## config.mk

```make
export PLATFORM = sky130hd
export DESIGN_NAME = gaze_volt_map_spike_filter
export DESIGN_NICKNAME = d
export VERILOG_FILES = /design/src/rtl/gvm_pkg.sv /design/src/rtl/gvm_div.sv /design/src/rtl/gvm_datapath.sv /design/src/rtl/gvm_ctrl.sv /design/src/rtl/gaze_volt_map_spike_filter.sv
export SDC_FILE = /design/constraint.sdc
export NUM_CORES = 2
export LEC_CHECK = 0
export BUFFER_PORTS_ARGS = -buffer_cell sky130_fd_sc_hd__buf_2
export CAP_MARGIN = 30
export CORE_ASPECT_RATIO = 2
export CORE_MARGIN = 1.5
export CORE_UTILIZATION = 45
export CTS_BUF_LIST = sky130_fd_sc_hd__clkbuf_2
export DETAILED_ROUTE_END_ITERATION = 6
export HOLD_SLACK_MARGIN = 0.1
export PLACE_DENSITY = 0.7
export SYNTH_ARGS = -nofsm -noshare
export SYNTH_HDL_FRONTEND = slang
export SYNTH_SLANG_ARGS = --single-unit
```

## constraint.sdc

```tcl
create_clock -name clk_i -period 10 [get_ports clk_i]
set_clock_uncertainty 0.1 [all_clocks]
set_input_delay 1 -clock clk_i [delete_from_list [all_inputs] [get_ports clk_i]]
set_output_delay 1 -clock clk_i [all_outputs]
set_load 0.01 [all_outputs]
```

## src/rtl/gvm_pkg.sv

```systemverilog
// Shared types, constants and codes for the gaze voltage mapper and spike filter.
package gvm_pkg;

  // Image geometry in whole pixels.
  localparam int unsigned IMG_WIDTH  = 640;
  localparam int unsigned IMG_HEIGHT = 480;

  // Field widths.
  localparam int unsigned PIX_W    = 16;
  localparam int unsigned GAIN_W   = 9;
  localparam int unsigned GAIN_Y_W = 8;
  localparam int unsigned RANGE_W  = 16;
  localparam int unsigned VOLT_W   = 16;
  localparam int unsigned MODE_W   = 3;

  // Arithmetic widths: signed pixel difference, product, divisor, accumulator.
  localparam int unsigned DIFF_W   = PIX_W + 2;
  localparam int unsigned NUM_W    = DIFF_W + RANGE_W + 1;
  localparam int unsigned NMAG_W   = 32;
  localparam int unsigned DBASE_W  = 14;
  localparam int unsigned DEN_W    = DBASE_W + 4;
  localparam int unsigned DMAG_W   = DEN_W - 1;
  localparam int unsigned ACC_W    = NMAG_W + 4;
  localparam int unsigned DIST_W   = VOLT_W + 1;

  // One divide step per quotient bit.
  localparam int unsigned DIV_CNT_W = $clog2(NMAG_W);

  // Configuration port.
  localparam int unsigned CFG_IDX_W  = 3;
  localparam int unsigned CFG_DATA_W = 16;

  // Lane numbering.
  localparam int unsigned LANE_X = 0;
  localparam int unsigned LANE_Y = 1;
  localparam int unsigned LANES  = 2;

  // Mode bit positions.
  localparam int unsigned MODE_FILT  = 0;
  localparam int unsigned MODE_INV_X = 1;
  localparam int unsigned MODE_INV_Y = 2;

  // Number of samples taken in before the filter runs.
  localparam logic [1:0] FILL_FULL = 2'd3;

  // Register indexes.
  typedef enum logic [CFG_IDX_W-1:0] {
    REG_GAIN_X   = 3'd0,
    REG_GAIN_Y   = 3'd1,
    REG_RANGE    = 3'd2,
    REG_OUT_MIN  = 3'd3,
    REG_OFFSET_X = 3'd4,
    REG_OFFSET_Y = 3'd5,
    REG_MODE     = 3'd6
  } cfg_reg_e;

  // Controller states.
  typedef enum logic [2:0] {
    ST_IDLE,
    ST_MUL,
    ST_LOAD,
    ST_DIV,
    ST_FIN,
    ST_EMIT
  } state_e;

  // Input and output words.
  typedef struct packed {
    logic [PIX_W-1:0] pupil_x;
    logic [PIX_W-1:0] pupil_y;
  } in_word_t;

  typedef struct packed {
    logic signed [VOLT_W-1:0] volt_x_mv;
    logic signed [VOLT_W-1:0] volt_y_mv;
    logic                     clipped;
  } out_word_t;

  // Commands from the controller to the datapath.
  typedef struct packed {
    logic capture;
    logic mul;
    logic load;
    logic step;
    logic fin;
    logic emit;
  } cmd_t;

  // Status from the datapath to the controller.
  typedef struct packed {
    logic out_free;
  } sts_t;

endpackage

```

## src/rtl/gvm_div.sv

```systemverilog
// Restoring unsigned divider, one quotient bit per step.
module gvm_div (
  input  logic                           clk_i,
  input  logic                           load_i,
  input  logic                           step_i,
  input  logic [gvm_pkg::NMAG_W-1:0]     dividend_i,
  input  logic [gvm_pkg::DMAG_W-1:0]     divisor_i,
  output logic [gvm_pkg::NMAG_W-1:0]     quotient_o
);

  logic [gvm_pkg::DMAG_W-1:0] dvs_q;
  logic [gvm_pkg::DMAG_W-1:0] rem_q, rem_d;
  logic [gvm_pkg::NMAG_W-1:0] quo_q, quo_d;
  logic [gvm_pkg::DMAG_W:0]   shifted;
  logic [gvm_pkg::DMAG_W:0]   trial;
  logic                       ge;

  // Shift in the next dividend bit and try a subtraction.
  always_comb begin
    shifted = {rem_q, quo_q[gvm_pkg::NMAG_W-1]};
    ge      = shifted >= {1'b0, dvs_q};
    trial   = shifted - {1'b0, dvs_q};
    rem_d   = ge ? trial[gvm_pkg::DMAG_W-1:0] : shifted[gvm_pkg::DMAG_W-1:0];
    quo_d   = {quo_q[gvm_pkg::NMAG_W-2:0], ge};
  end

  // The dividend register fills with quotient bits from the bottom.
  always_ff @(posedge clk_i) begin
    if (load_i) begin
      dvs_q <= divisor_i;
      rem_q <= '0;
      quo_q <= dividend_i;
    end else if (step_i) begin
      rem_q <= rem_d;
      quo_q <= quo_d;
    end
  end

  assign quotient_o = quo_q;

endmodule

```

## src/rtl/gvm_datapath.sv

```systemverilog
// Datapath: configuration registers, mapping, dividers, spike filter and output register.
module gvm_datapath (
  input  logic                               clk_i,
  input  logic                               rst_ni,
  input  logic                               cfg_we_i,
  input  logic [gvm_pkg::CFG_IDX_W-1:0]      cfg_idx_i,
  input  logic [gvm_pkg::CFG_DATA_W-1:0]     cfg_data_i,
  input  gvm_pkg::in_word_t                  in_word_i,
  input  gvm_pkg::cmd_t                      cmd_i,
  output gvm_pkg::sts_t                      sts_o,
  input  logic                               out_stall_i,
  output logic                               out_valid_o,
  output gvm_pkg::out_word_t                 out_word_o
);

  localparam logic signed [gvm_pkg::DBASE_W-1:0] SIZE_X =
    gvm_pkg::DBASE_W'(gvm_pkg::IMG_WIDTH);
  localparam logic signed [gvm_pkg::DBASE_W-1:0] SIZE_Y =
    gvm_pkg::DBASE_W'(gvm_pkg::IMG_HEIGHT);

  // Configuration registers.
  logic [gvm_pkg::GAIN_W-1:0]          gain_x_q;
  logic [gvm_pkg::GAIN_Y_W-1:0]        gain_y_q;
  logic [gvm_pkg::RANGE_W-1:0]         range_q;
  logic signed [gvm_pkg::VOLT_W-1:0]   out_min_q;
  logic signed [gvm_pkg::VOLT_W-1:0]   offset_x_q;
  logic signed [gvm_pkg::VOLT_W-1:0]   offset_y_q;
  logic [gvm_pkg::MODE_W-1:0]          mode_q;

  // Per-lane working registers.
  logic [gvm_pkg::LANES-1:0][gvm_pkg::PIX_W-1:0]          pix_q;
  logic signed [gvm_pkg::NUM_W-1:0]                       num_q  [gvm_pkg::LANES];
  logic signed [gvm_pkg::DEN_W-1:0]                       den_q  [gvm_pkg::LANES];
  logic [gvm_pkg::LANES-1:0]                              neg_q;
  logic [gvm_pkg::LANES-1:0]                              dzero_q;
  logic signed [gvm_pkg::VOLT_W-1:0]                      map_q  [gvm_pkg::LANES];
  logic                                                   clip_q;

  // History: newest and previous sample per lane, and the fill count.
  logic signed [gvm_pkg::VOLT_W-1:0] h0_q [gvm_pkg::LANES];
  logic signed [gvm_pkg::VOLT_W-1:0] h1_q [gvm_pkg::LANES];
  logic signed [gvm_pkg::VOLT_W-1:0] h0_d [gvm_pkg::LANES];
  logic signed [gvm_pkg::VOLT_W-1:0] h1_d [gvm_pkg::LANES];
  logic [1:0]                        fill_q, fill_d;

  // Output register.
  logic                 out_valid_q;
  gvm_pkg::out_word_t   out_q;

  // Combinational per-lane signals.
  logic [gvm_pkg::LANES-1:0][gvm_pkg::GAIN_W-1:0]  gain;
  logic signed [gvm_pkg::DBASE_W-1:0]              size   [gvm_pkg::LANES];
  logic signed [gvm_pkg::VOLT_W-1:0]               offset [gvm_pkg::LANES];
  logic [gvm_pkg::LANES-1:0]                       invert;
  logic signed [gvm_pkg::DIFF_W-1:0]               diff   [gvm_pkg::LANES];
  logic signed [gvm_pkg::NUM_W-1:0]                num_d  [gvm_pkg::LANES];
  logic signed [gvm_pkg::DBASE_W-1:0]              dbase  [gvm_pkg::LANES];
  logic signed [gvm_pkg::NUM_W-1:0]                num_abs [gvm_pkg::LANES];
  logic signed [gvm_pkg::DEN_W-1:0]                den_abs [gvm_pkg::LANES];
  logic [gvm_pkg::NMAG_W-1:0]                      quo    [gvm_pkg::LANES];
  logic signed [gvm_pkg::ACC_W-1:0]                qs     [gvm_pkg::LANES];
  logic signed [gvm_pkg::ACC_W-1:0]                v      [gvm_pkg::LANES];
  logic signed [gvm_pkg::ACC_W-1:0]                r      [gvm_pkg::LANES];
  logic signed [gvm_pkg::VOLT_W-1:0]               sat    [gvm_pkg::LANES];
  logic [gvm_pkg::LANES-1:0]                       clip_l;
  logic signed [gvm_pkg::DIST_W-1:0]               dn     [gvm_pkg::LANES];
  logic signed [gvm_pkg::DIST_W-1:0]               dold   [gvm_pkg::LANES];
  logic [gvm_pkg::DIST_W-1:0]                      adn    [gvm_pkg::LANES];
  logic [gvm_pkg::DIST_W-1:0]                      adold  [gvm_pkg::LANES];
  logic signed [gvm_pkg::VOLT_W-1:0]               res    [gvm_pkg::LANES];

  // Per-lane view of the configuration.
  always_comb begin
    gain[gvm_pkg::LANE_X]   = gain_x_q;
    gain[gvm_pkg::LANE_Y]   = {1'b0, gain_y_q};
    size[gvm_pkg::LANE_X]   = SIZE_X;
    size[gvm_pkg::LANE_Y]   = SIZE_Y;
    offset[gvm_pkg::LANE_X] = offset_x_q;
    offset[gvm_pkg::LANE_Y] = offset_y_q;
    invert[gvm_pkg::LANE_X] = mode_q[gvm_pkg::MODE_INV_X];
    invert[gvm_pkg::LANE_Y] = mode_q[gvm_pkg::MODE_INV_Y];
  end

  // Configuration writes; an unknown index is ignored.
  always_ff @(posedge clk_i or negedge rst_ni) begin
    if (!rst_ni) begin
      gain_x_q   <= gvm_pkg::GAIN_W'(100);
      gain_y_q   <= gvm_pkg::GAIN_Y_W'(100);
      range_q    <= gvm_pkg::RANGE_W'(20000);
      out_min_q  <= -gvm_pkg::VOLT_W'(10000);
      offset_x_q <= '0;
      offset_y_q <= '0;
      mode_q     <= gvm_pkg::MODE_W'(1);
    end else if (cfg_we_i) begin
      case (gvm_pkg::cfg_reg_e'(cfg_idx_i))
        gvm_pkg::REG_GAIN_X:   gain_x_q   <= cfg_data_i[gvm_pkg::GAIN_W-1:0];
        gvm_pkg::REG_GAIN_Y:   gain_y_q   <= cfg_data_i[gvm_pkg::GAIN_Y_W-1:0];
        gvm_pkg::REG_RANGE:    range_q    <= cfg_data_i;
        gvm_pkg::REG_OUT_MIN:  out_min_q  <= cfg_data_i;
        gvm_pkg::REG_OFFSET_X: offset_x_q <= cfg_data_i;
        gvm_pkg::REG_OFFSET_Y: offset_y_q <= cfg_data_i;
        gvm_pkg::REG_MODE:     mode_q     <= cfg_data_i[gvm_pkg::MODE_W-1:0];
        default: ;
      endcase
    end
  end

  // Numerator product and divisor, one multiply per lane.
  always_comb begin
    for (int l = 0; l < gvm_pkg::LANES; l++) begin
      diff[l]  = $signed({2'b00, pix_q[l]}) -
                 $signed({{(gvm_pkg::DIFF_W-gvm_pkg::GAIN_W-4){1'b0}}, gain[l], 4'b0000});
      num_d[l] = diff[l] * $signed({1'b0, range_q});
      dbase[l] = size[l] -
                 $signed({{(gvm_pkg::DBASE_W-gvm_pkg::GAIN_W-1){1'b0}}, gain[l], 1'b0});
    end
  end

  // Magnitudes for the dividers.
  always_comb begin
    for (int l = 0; l < gvm_pkg::LANES; l++) begin
      num_abs[l] = num_q[l][gvm_pkg::NUM_W-1] ? -num_q[l] : num_q[l];
      den_abs[l] = den_q[l][gvm_pkg::DEN_W-1] ? -den_q[l] : den_q[l];
    end
  end

  // One serial divider per lane.
  for (genvar g = 0; g < gvm_pkg::LANES; g++) begin : g_div
    gvm_div u_div (
      .clk_i      (clk_i),
      .load_i     (cmd_i.load),
      .step_i     (cmd_i.step),
      .dividend_i (num_abs[g][gvm_pkg::NMAG_W-1:0]),
      .divisor_i  (den_abs[g][gvm_pkg::DMAG_W-1:0]),
      .quotient_o (quo[g])
    );
  end

  // Sign the quotient, add the minimum, invert, offset and saturate.
  always_comb begin
    for (int l = 0; l < gvm_pkg::LANES; l++) begin
      qs[l] = $signed({{(gvm_pkg::ACC_W-gvm_pkg::NMAG_W){1'b0}}, quo[l]});
      if (dzero_q[l]) begin
        qs[l] = '0;
      end else if (neg_q[l]) begin
        qs[l] = -qs[l];
      end
      v[l] = qs[l] + gvm_pkg::ACC_W'(out_min_q);
      r[l] = invert[l] ? (-v[l] - gvm_pkg::ACC_W'(offset[l]))
                       : (v[l] - gvm_pkg::ACC_W'(offset[l]));
      clip_l[l] = 1'b0;
      sat[l]    = r[l][gvm_pkg::VOLT_W-1:0];
      if (r[l] > gvm_pkg::ACC_W'(32767)) begin
        sat[l]    = 16'sh7fff;
        clip_l[l] = 1'b1;
      end else if (r[l] < -gvm_pkg::ACC_W'(32768)) begin
        sat[l]    = 16'sh8000;
        clip_l[l] = 1'b1;
      end
    end
  end

  // Spike filter with fill phase; disabled filter passes the sample through.
  always_comb begin
    fill_d = fill_q;
    for (int l = 0; l < gvm_pkg::LANES; l++) begin
      h0_d[l]  = h0_q[l];
      h1_d[l]  = h1_q[l];
      res[l]   = map_q[l];
      dn[l]    = gvm_pkg::DIST_W'(h0_q[l]) - gvm_pkg::DIST_W'(map_q[l]);
      dold[l]  = gvm_pkg::DIST_W'(h0_q[l]) - gvm_pkg::DIST_W'(h1_q[l]);
      adn[l]   = dn[l][gvm_pkg::DIST_W-1] ? -dn[l] : dn[l];
      adold[l] = dold[l][gvm_pkg::DIST_W-1] ? -dold[l] : dold[l];
      if (mode_q[gvm_pkg::MODE_FILT]) begin
        h0_d[l] = map_q[l];
        if (fill_q != gvm_pkg::FILL_FULL) begin
          // Filling: push and output the oldest sample held.
          h1_d[l] = h0_q[l];
          case (fill_q)
            2'd0:    res[l] = map_q[l];
            2'd1:    res[l] = h0_q[l];
            default: res[l] = h1_q[l];
          endcase
        end else begin
          // Replace a strict peak or valley by its closer neighbour.
          res[l] = h0_q[l];
          if (((h1_q[l] > h0_q[l]) && (h0_q[l] < map_q[l])) ||
              ((h1_q[l] < h0_q[l]) && (h0_q[l] > map_q[l]))) begin
            res[l] = (adold[l] > adn[l]) ? map_q[l] : h1_q[l];
          end
          h1_d[l] = res[l];
        end
      end
    end
    if (mode_q[gvm_pkg::MODE_FILT] && (fill_q != gvm_pkg::FILL_FULL)) begin
      fill_d = fill_q + 2'd1;
    end
  end

  // Working registers, stepped by the controller.
  always_ff @(posedge clk_i) begin
    if (cmd_i.capture) begin
      pix_q[gvm_pkg::LANE_X] <= in_word_i.pupil_x;
      pix_q[gvm_pkg::LANE_Y] <= in_word_i.pupil_y;
    end
    for (int l = 0; l < gvm_pkg::LANES; l++) begin
      if (cmd_i.mul) begin
        num_q[l] <= num_d[l];
        den_q[l] <= {dbase[l], 4'b0000};
      end
      if (cmd_i.load) begin
        neg_q[l]   <= num_q[l][gvm_pkg::NUM_W-1] ^ den_q[l][gvm_pkg::DEN_W-1];
        dzero_q[l] <= (den_q[l] == '0);
      end
      if (cmd_i.fin) begin
        map_q[l] <= sat[l];
      end
    end
    if (cmd_i.fin) begin
      clip_q <= |clip_l;
    end
    if (cmd_i.emit) begin
      out_q.volt_x_mv <= res[gvm_pkg::LANE_X];
      out_q.volt_y_mv <= res[gvm_pkg::LANE_Y];
      out_q.clipped   <= clip_q;
    end
  end

  // History and fill count.
  always_ff @(posedge clk_i or negedge rst_ni) begin
    if (!rst_ni) begin
      fill_q <= '0;
      for (int l = 0; l < gvm_pkg::LANES; l++) begin
        h0_q[l] <= '0;
        h1_q[l] <= '0;
      end
    end else if (cmd_i.emit) begin
      fill_q <= fill_d;
      for (int l = 0; l < gvm_pkg::LANES; l++) begin
        h0_q[l] <= h0_d[l];
        h1_q[l] <= h1_d[l];
      end
    end
  end

  // Output word valid flag.
  always_ff @(posedge clk_i or negedge rst_ni) begin
    if (!rst_ni) begin
      out_valid_q <= 1'b0;
    end else if (cmd_i.emit) begin
      out_valid_q <= 1'b1;
    end else if (!out_stall_i) begin
      out_valid_q <= 1'b0;
    end
  end

  assign sts_o.out_free = !out_valid_q || !out_stall_i;
  assign out_valid_o    = out_valid_q;
  assign out_word_o     = out_q;

  // A word is only loaded when the output register can take it.
  a_emit_free: assert property (@(posedge clk_i) disable iff (!rst_ni)
    cmd_i.emit |-> sts_o.out_free)
    else $error("word emitted into an occupied output register");

  // An emitted word is presented on the next cycle.
  a_emit_valid: assert property (@(posedge clk_i) disable iff (!rst_ni)
    cmd_i.emit |=> out_valid_q)
    else $error("emitted word not presented");

  // With the filter off the fill count is left alone.
  a_fill_hold: assert property (@(posedge clk_i) disable iff (!rst_ni)
    (cmd_i.emit && !mode_q[gvm_pkg::MODE_FILT]) |=> $stable(fill_q))
    else $error("fill count moved with the filter disabled");

endmodule

```

## src/rtl/gvm_ctrl.sv

```systemverilog
// Controller: sequences capture, multiply, divide, finish and emit for each word.
module gvm_ctrl (
  input  logic            clk_i,
  input  logic            rst_ni,
  input  logic            in_valid_i,
  output logic            in_stall_o,
  input  gvm_pkg::sts_t   sts_i,
  output gvm_pkg::cmd_t   cmd_o
);

  localparam logic [gvm_pkg::DIV_CNT_W-1:0] CNT_LAST =
    gvm_pkg::DIV_CNT_W'(gvm_pkg::NMAG_W - 1);

  gvm_pkg::state_e                 state_q, state_d;
  logic [gvm_pkg::DIV_CNT_W-1:0]   cnt_q, cnt_d;

  // Next state and divide step count.
  always_comb begin
    state_d = state_q;
    cnt_d   = cnt_q;
    case (state_q)
      gvm_pkg::ST_IDLE: begin
        if (in_valid_i) begin
          state_d = gvm_pkg::ST_MUL;
        end
      end
      gvm_pkg::ST_MUL: begin
        state_d = gvm_pkg::ST_LOAD;
      end
      gvm_pkg::ST_LOAD: begin
        state_d = gvm_pkg::ST_DIV;
        cnt_d   = '0;
      end
      gvm_pkg::ST_DIV: begin
        cnt_d = cnt_q + 1'b1;
        if (cnt_q == CNT_LAST) begin
          state_d = gvm_pkg::ST_FIN;
        end
      end
      gvm_pkg::ST_FIN: begin
        state_d = gvm_pkg::ST_EMIT;
      end
      gvm_pkg::ST_EMIT: begin
        if (sts_i.out_free) begin
          state_d = gvm_pkg::ST_IDLE;
        end
      end
      default: begin
        state_d = gvm_pkg::ST_IDLE;
      end
    endcase
  end

  // Commands to the datapath.
  always_comb begin
    cmd_o         = '0;
    in_stall_o    = (state_q != gvm_pkg::ST_IDLE);
    cmd_o.capture = (state_q == gvm_pkg::ST_IDLE) && in_valid_i;
    cmd_o.mul     = (state_q == gvm_pkg::ST_MUL);
    cmd_o.load    = (state_q == gvm_pkg::ST_LOAD);
    cmd_o.step    = (state_q == gvm_pkg::ST_DIV);
    cmd_o.fin     = (state_q == gvm_pkg::ST_FIN);
    cmd_o.emit    = (state_q == gvm_pkg::ST_EMIT) && sts_i.out_free;
  end

  // State registers.
  always_ff @(posedge clk_i or negedge rst_ni) begin
    if (!rst_ni) begin
      state_q <= gvm_pkg::ST_IDLE;
      cnt_q   <= '0;
    end else begin
      state_q <= state_d;
      cnt_q   <= cnt_d;
    end
  end

  // An accepted word starts the multiply on the next cycle.
  a_accept_mul: assert property (@(posedge clk_i) disable iff (!rst_ni)
    (in_valid_i && !in_stall_o) |=> (state_q == gvm_pkg::ST_MUL))
    else $error("accepted word did not start the multiply");

  // The divide phase ends after exactly the last step.
  a_div_end: assert property (@(posedge clk_i) disable iff (!rst_ni)
    ((state_q == gvm_pkg::ST_DIV) && (cnt_q == CNT_LAST)) |=> (state_q == gvm_pkg::ST_FIN))
    else $error("divide phase did not end after the last step");

  // A blocked output holds the controller in the emit state.
  a_emit_wait: assert property (@(posedge clk_i) disable iff (!rst_ni)
    ((state_q == gvm_pkg::ST_EMIT) && !sts_i.out_free) |=> (state_q == gvm_pkg::ST_EMIT))
    else $error("controller left emit with the output blocked");

endmodule

```

## src/rtl/gaze_volt_map_spike_filter.sv

```systemverilog
// Top level: pupil centroid to millivolt mapper with per-axis spike filter.
//
//   Channel   Direction  Handshake               Word
//   in        input      in_valid_i / in_stall_o    pupil_x, pupil_y (Q12.4 pixels)
//   out       output     out_valid_o / out_stall_i  volt_x_mv, volt_y_mv, clipped
//   cfg       input      cfg_we_i                   cfg_idx_i, cfg_data_i
//
// From acceptance to the next acceptance, when the output is free, a word passes
// through the multiply and load states, the divide state that steps the per-axis
// restoring divider once per quotient bit, the finish and emit states and the idle
// state that takes the next word, with both axes in parallel.
// The result waits in an output register, so a new word is accepted while it is held.
// A stalled output holds the controller in its emit state until the register frees.
// Reset (rst_ni low, asynchronous) restores register defaults and clears the history.
module gaze_volt_map_spike_filter (
  input  logic                               clk_i,
  input  logic                               rst_ni,
  input  logic                               cfg_we_i,
  input  logic [gvm_pkg::CFG_IDX_W-1:0]      cfg_idx_i,
  input  logic [gvm_pkg::CFG_DATA_W-1:0]     cfg_data_i,
  input  logic                               in_valid_i,
  output logic                               in_stall_o,
  input  gvm_pkg::in_word_t                  in_word_i,
  output logic                               out_valid_o,
  input  logic                               out_stall_i,
  output gvm_pkg::out_word_t                 out_word_o
);

  gvm_pkg::cmd_t cmd;
  gvm_pkg::sts_t sts;

  // Sequencer.
  gvm_ctrl u_ctrl (
    .clk_i      (clk_i),
    .rst_ni     (rst_ni),
    .in_valid_i (in_valid_i),
    .in_stall_o (in_stall_o),
    .sts_i      (sts),
    .cmd_o      (cmd)
  );

  // Arithmetic, filter and output register.
  gvm_datapath u_datapath (
    .clk_i       (clk_i),
    .rst_ni      (rst_ni),
    .cfg_we_i    (cfg_we_i),
    .cfg_idx_i   (cfg_idx_i),
    .cfg_data_i  (cfg_data_i),
    .in_word_i   (in_word_i),
    .cmd_i       (cmd),
    .sts_o       (sts),
    .out_stall_i (out_stall_i),
    .out_valid_o (out_valid_o),
    .out_word_o  (out_word_o)
  );

endmodule
```

==> key figures <==
Route
  • Initial DRC Count: 2453
  • DR vias/cell: 5.53
  • WL final: 162000 um
  • Residual DRC: 0
  • Total number of vias: 49757
  • TritonRoute pass-1 iters: 6
  • ANT nets after route: 0
  • Routed len/inst: 18.0 um

Synth
  • Yosys top cell area share: 0.187
  • Synth Area in XOR/XNOR: 0.0771
  • Number of synthesized flops with an enable pin: 275
  • Compound-gate portion of the synthesized area: 0.145
  • Largest area contributor in the netlist: fa_1
  • Synth Register Bits: 468
  • Ys async rst share: 0.340
  • Cells after Synth: 6998
  • Most used DFF post-synth: edfxtp_1
  • Most area-consuming cells after synthesis: fa_1 19%, edfxtp_1 14%, ha_1 13%
  • Mean post-synth cell area: 8.71 um^2
  • Mapped cell area: 0.0610 mm^2
  • Warnings from Yosys: 0
  • Largest family of logic cells by synthesized area: adder cells
  • Seq/Total Area, Yosys: 0.212
  • Synth Area in Simple Gates: 0.158
  • Yosys cell types: 84
  • Multiplexer share of the synthesized area: 0.0166
  • Adder-cell share of the synthesized area: 0.313

Global routing
  • Vias in the first global route: 52156
  • Most crowded layer after global routing: met2
  • M3 GR Usage: 0.0315
  • GRT Total Usage: 0.235
  • Met2 Use GR: 0.453
  • Pin count of the biggest net entering global routing: 81
  • M1 GR Usage: 0.219
  • Initial antenna violation count: 5
  • First-pass GRT wire length: 258000 um
  • GRT overflow: 0

Clock network
  • Post-CTS Resized: 0
  • Clock transition at the registers of the reported paths: 0.11 ns
  • Clock latency on the worst-skew pair: 1.52 ns
  • Clk buf depth: 3
  • CTS tree: done
  • Clock root cell: clkbuf_2
  • Postcts setup bufs: 0
  • CTS Sinks: 468
  • H-tree depth: 3
  • CTS Buf Count: 113

Setup path
  • Max incr delay on CP: 0.61 ns
  • Worst path required time: 11.01 ns
  • Crit Path Max Fanout: 8
  • Setup crit start: u_datapath.pix_q[4]
  • Crit-path slowest cell: xor2_1
  • R2r startpoint: u_datapath.pix_q[4]
  • Worst endpoint data arrival time: 10.21 ns
  • Setup CP Type: flop to flop
  • Type of destination of the critical path: flop
  • Family with the most delay on the worst path: adder cells
  • CP most frequent cell: fa_1
  • CP bufs+invs: 5
  • Startpoint Class: flop

Placed design
  • Routability Congestion: 0.934
  • Post-DP HPWL: 130000 um
  • I/O Buffers: 90

Timing
  • Final hold vios: 0
  • Setup Viol. Count Final: 0
  • Worst-Margin Slew: 1.04 ns
  • Setup tns final: 0 ns
  • Max frequency: 0.109 GHz
  • Fin crit period: 9.20 ns
  • Slew headroom: 0.298
  • Final Slew Violations: 0
  • Final period utilization: 0.920
  • RSZ-0062 raised after global routing: false

Worst hold path
  • Tightest Hold Check Type: primary input to flop
  • Hold path start: in_word_i[29]

Floorplan
  • Die width: 263 um
  • Total I/O pin count: 91
  • Starting Density: 0.454
  • Die height: 524 um
  • # rows: 190
  • Die area: 0.138 mm^2
  • Core ar.: 0.134 mm^2

Final layout
  • Fin nets: 8397
  • Area Growth Syn to Fin: 8.17%
  • Commonest non-fill, non-tap cells in the layout: 1030 x inv_1, 841 x nand2_1, 612 x ha_1
  • Commonest non-fill, non-tap cell in the layout: inv_1
  • Layout cells sized above 1: 0.0693

Run status
  • Status: complete, no violations

Run
  • Max Cap Viol: 0
-- worst paths after layout --
kind	to	slack (ns)	cells after the start
worst max-delay path	u_datapath.num_q[0][34]	0.80	36
worst min-delay path	u_datapath.pix_q[13]	0.26	2
worst max register to register	u_datapath.num_q[0][34]	0.80	36
worst min register to register	u_datapath.out_word_o[0]	0.33	0
max in group asynchronous	u_datapath.h1_q[10]	8.25	4
min in group asynchronous	u_datapath.offset_x_q[12]	0.45	4
-- through the flow --
step                      instances  hold slack, ns   util  worst slack (ns)  instance area (um^2)
final                          8993           0.255  0.491             0.800                 66000
after global routing           8991           0.146  0.491            0.0933                 66000
after CTS                      8984           0.104  0.491             0.779                 65900
after detailed placement       8654           0.305  0.472             0.826                 63400
after global placement         8649           0.322  0.472             0.988                 63300
after floorplan                7002           0.300      -              1.45                 61000
-- cells by family after synthesis --
family	Yosys count
AOI/OAI and AO/OA	1410
xor gates and xnor gates	535
adders and majority gates	1183
DFF	468
other	1
and+or+nand+nor	2030
muxes	94
buffers and inverters	1277
-- synth_stat cells (8+ instances only) --
library cell / n
a211oi_1: 37
a41oi_1: 10
nor2_1: 381
xor2_1: 251
nand2b_1: 95
a2111oi_0: 12
mux2i_1: 39
and4_1: 8
and2_1: 239
a31oi_1: 59
or3_1: 58
a21oi_1: 321
a22oi_1: 64
a21o_1: 121
dfrtp_1: 139
o31ai_1: 64
nor2b_1: 66
nor3_1: 87
o21ai_0: 430
ha_1: 613
fa_1: 570
dfxtp_1: 34
o41ai_1: 21
buf_1: 11
dfstp_2: 20
edfxtp_1: 275
nand3_1: 57
xnor2_1: 282
a21boi_0: 18
o21bai_1: 44
o22ai_1: 8
o211ai_1: 64
or4_1: 41
nand2_1: 842
or2_2: 25
nand4_1: 36
clkbuf_1: 231
mux2_2: 55
o21a_1: 54
and3_1: 34
nor4_1: 29
inv_1: 1031
-- registers in the layout (all words and copies together), names as in the netlist, 2 cells and up --
signal and flops:
u_datapath.fill_q 2, u_datapath.pix_q 32, u_ctrl.state_q 3, u_datapath.offset_x_q 16, u_datapath.range_q 16, u_ctrl.cnt_q 5, u_datapath.map_q 32, u_datapath.h1_q 32
u_datapath.gain_y_q 8, u_datapath.neg_q 2, u_datapath.g_div.u_div.quotient_o 64, u_datapath.mode_q 3, u_datapath.out_word_o 33, u_datapath.out_min_q 16, u_datapath.h0_q 32, u_datapath.g_div.u_div.rem_q 34
u_datapath.gain_x_q 9, u_datapath.g_div.u_div.dvs_q 24, u_datapath.num_q 66, u_datapath.offset_y_q 16, u_datapath.den_q 19, u_datapath.dzero_q 2
-- what timing repair did --
action                                 4_1_cts  5_1_grt
hold buffers                               115        0
setup endpoints to repair                    0        0
endpoints found under the hold margin      269        0
-- routing by layer --
metal | vias up | share of wire
li1 | 23672 | -
met1 | 24074 | 0.33
met2 | 1362 | 0.54
met3 | 647 | 0.043
met4 | 2 | 0.087
met5 | - | 0.000074
-- area by class of cell --
class	instances	area, um^2
clock buffers	161	806
clock inverters	54	489
flip-flops and latches	468	12900
multi-input cells	5257	43300
well taps	1728	2160
repair buffers	286	2330
diodes	7	17.5
inverters	1032	3870
fillers	12660	68400
Power is not shown: default switching activity piles up to over one toggle a cycle in this logic, so the estimate is an artifact.
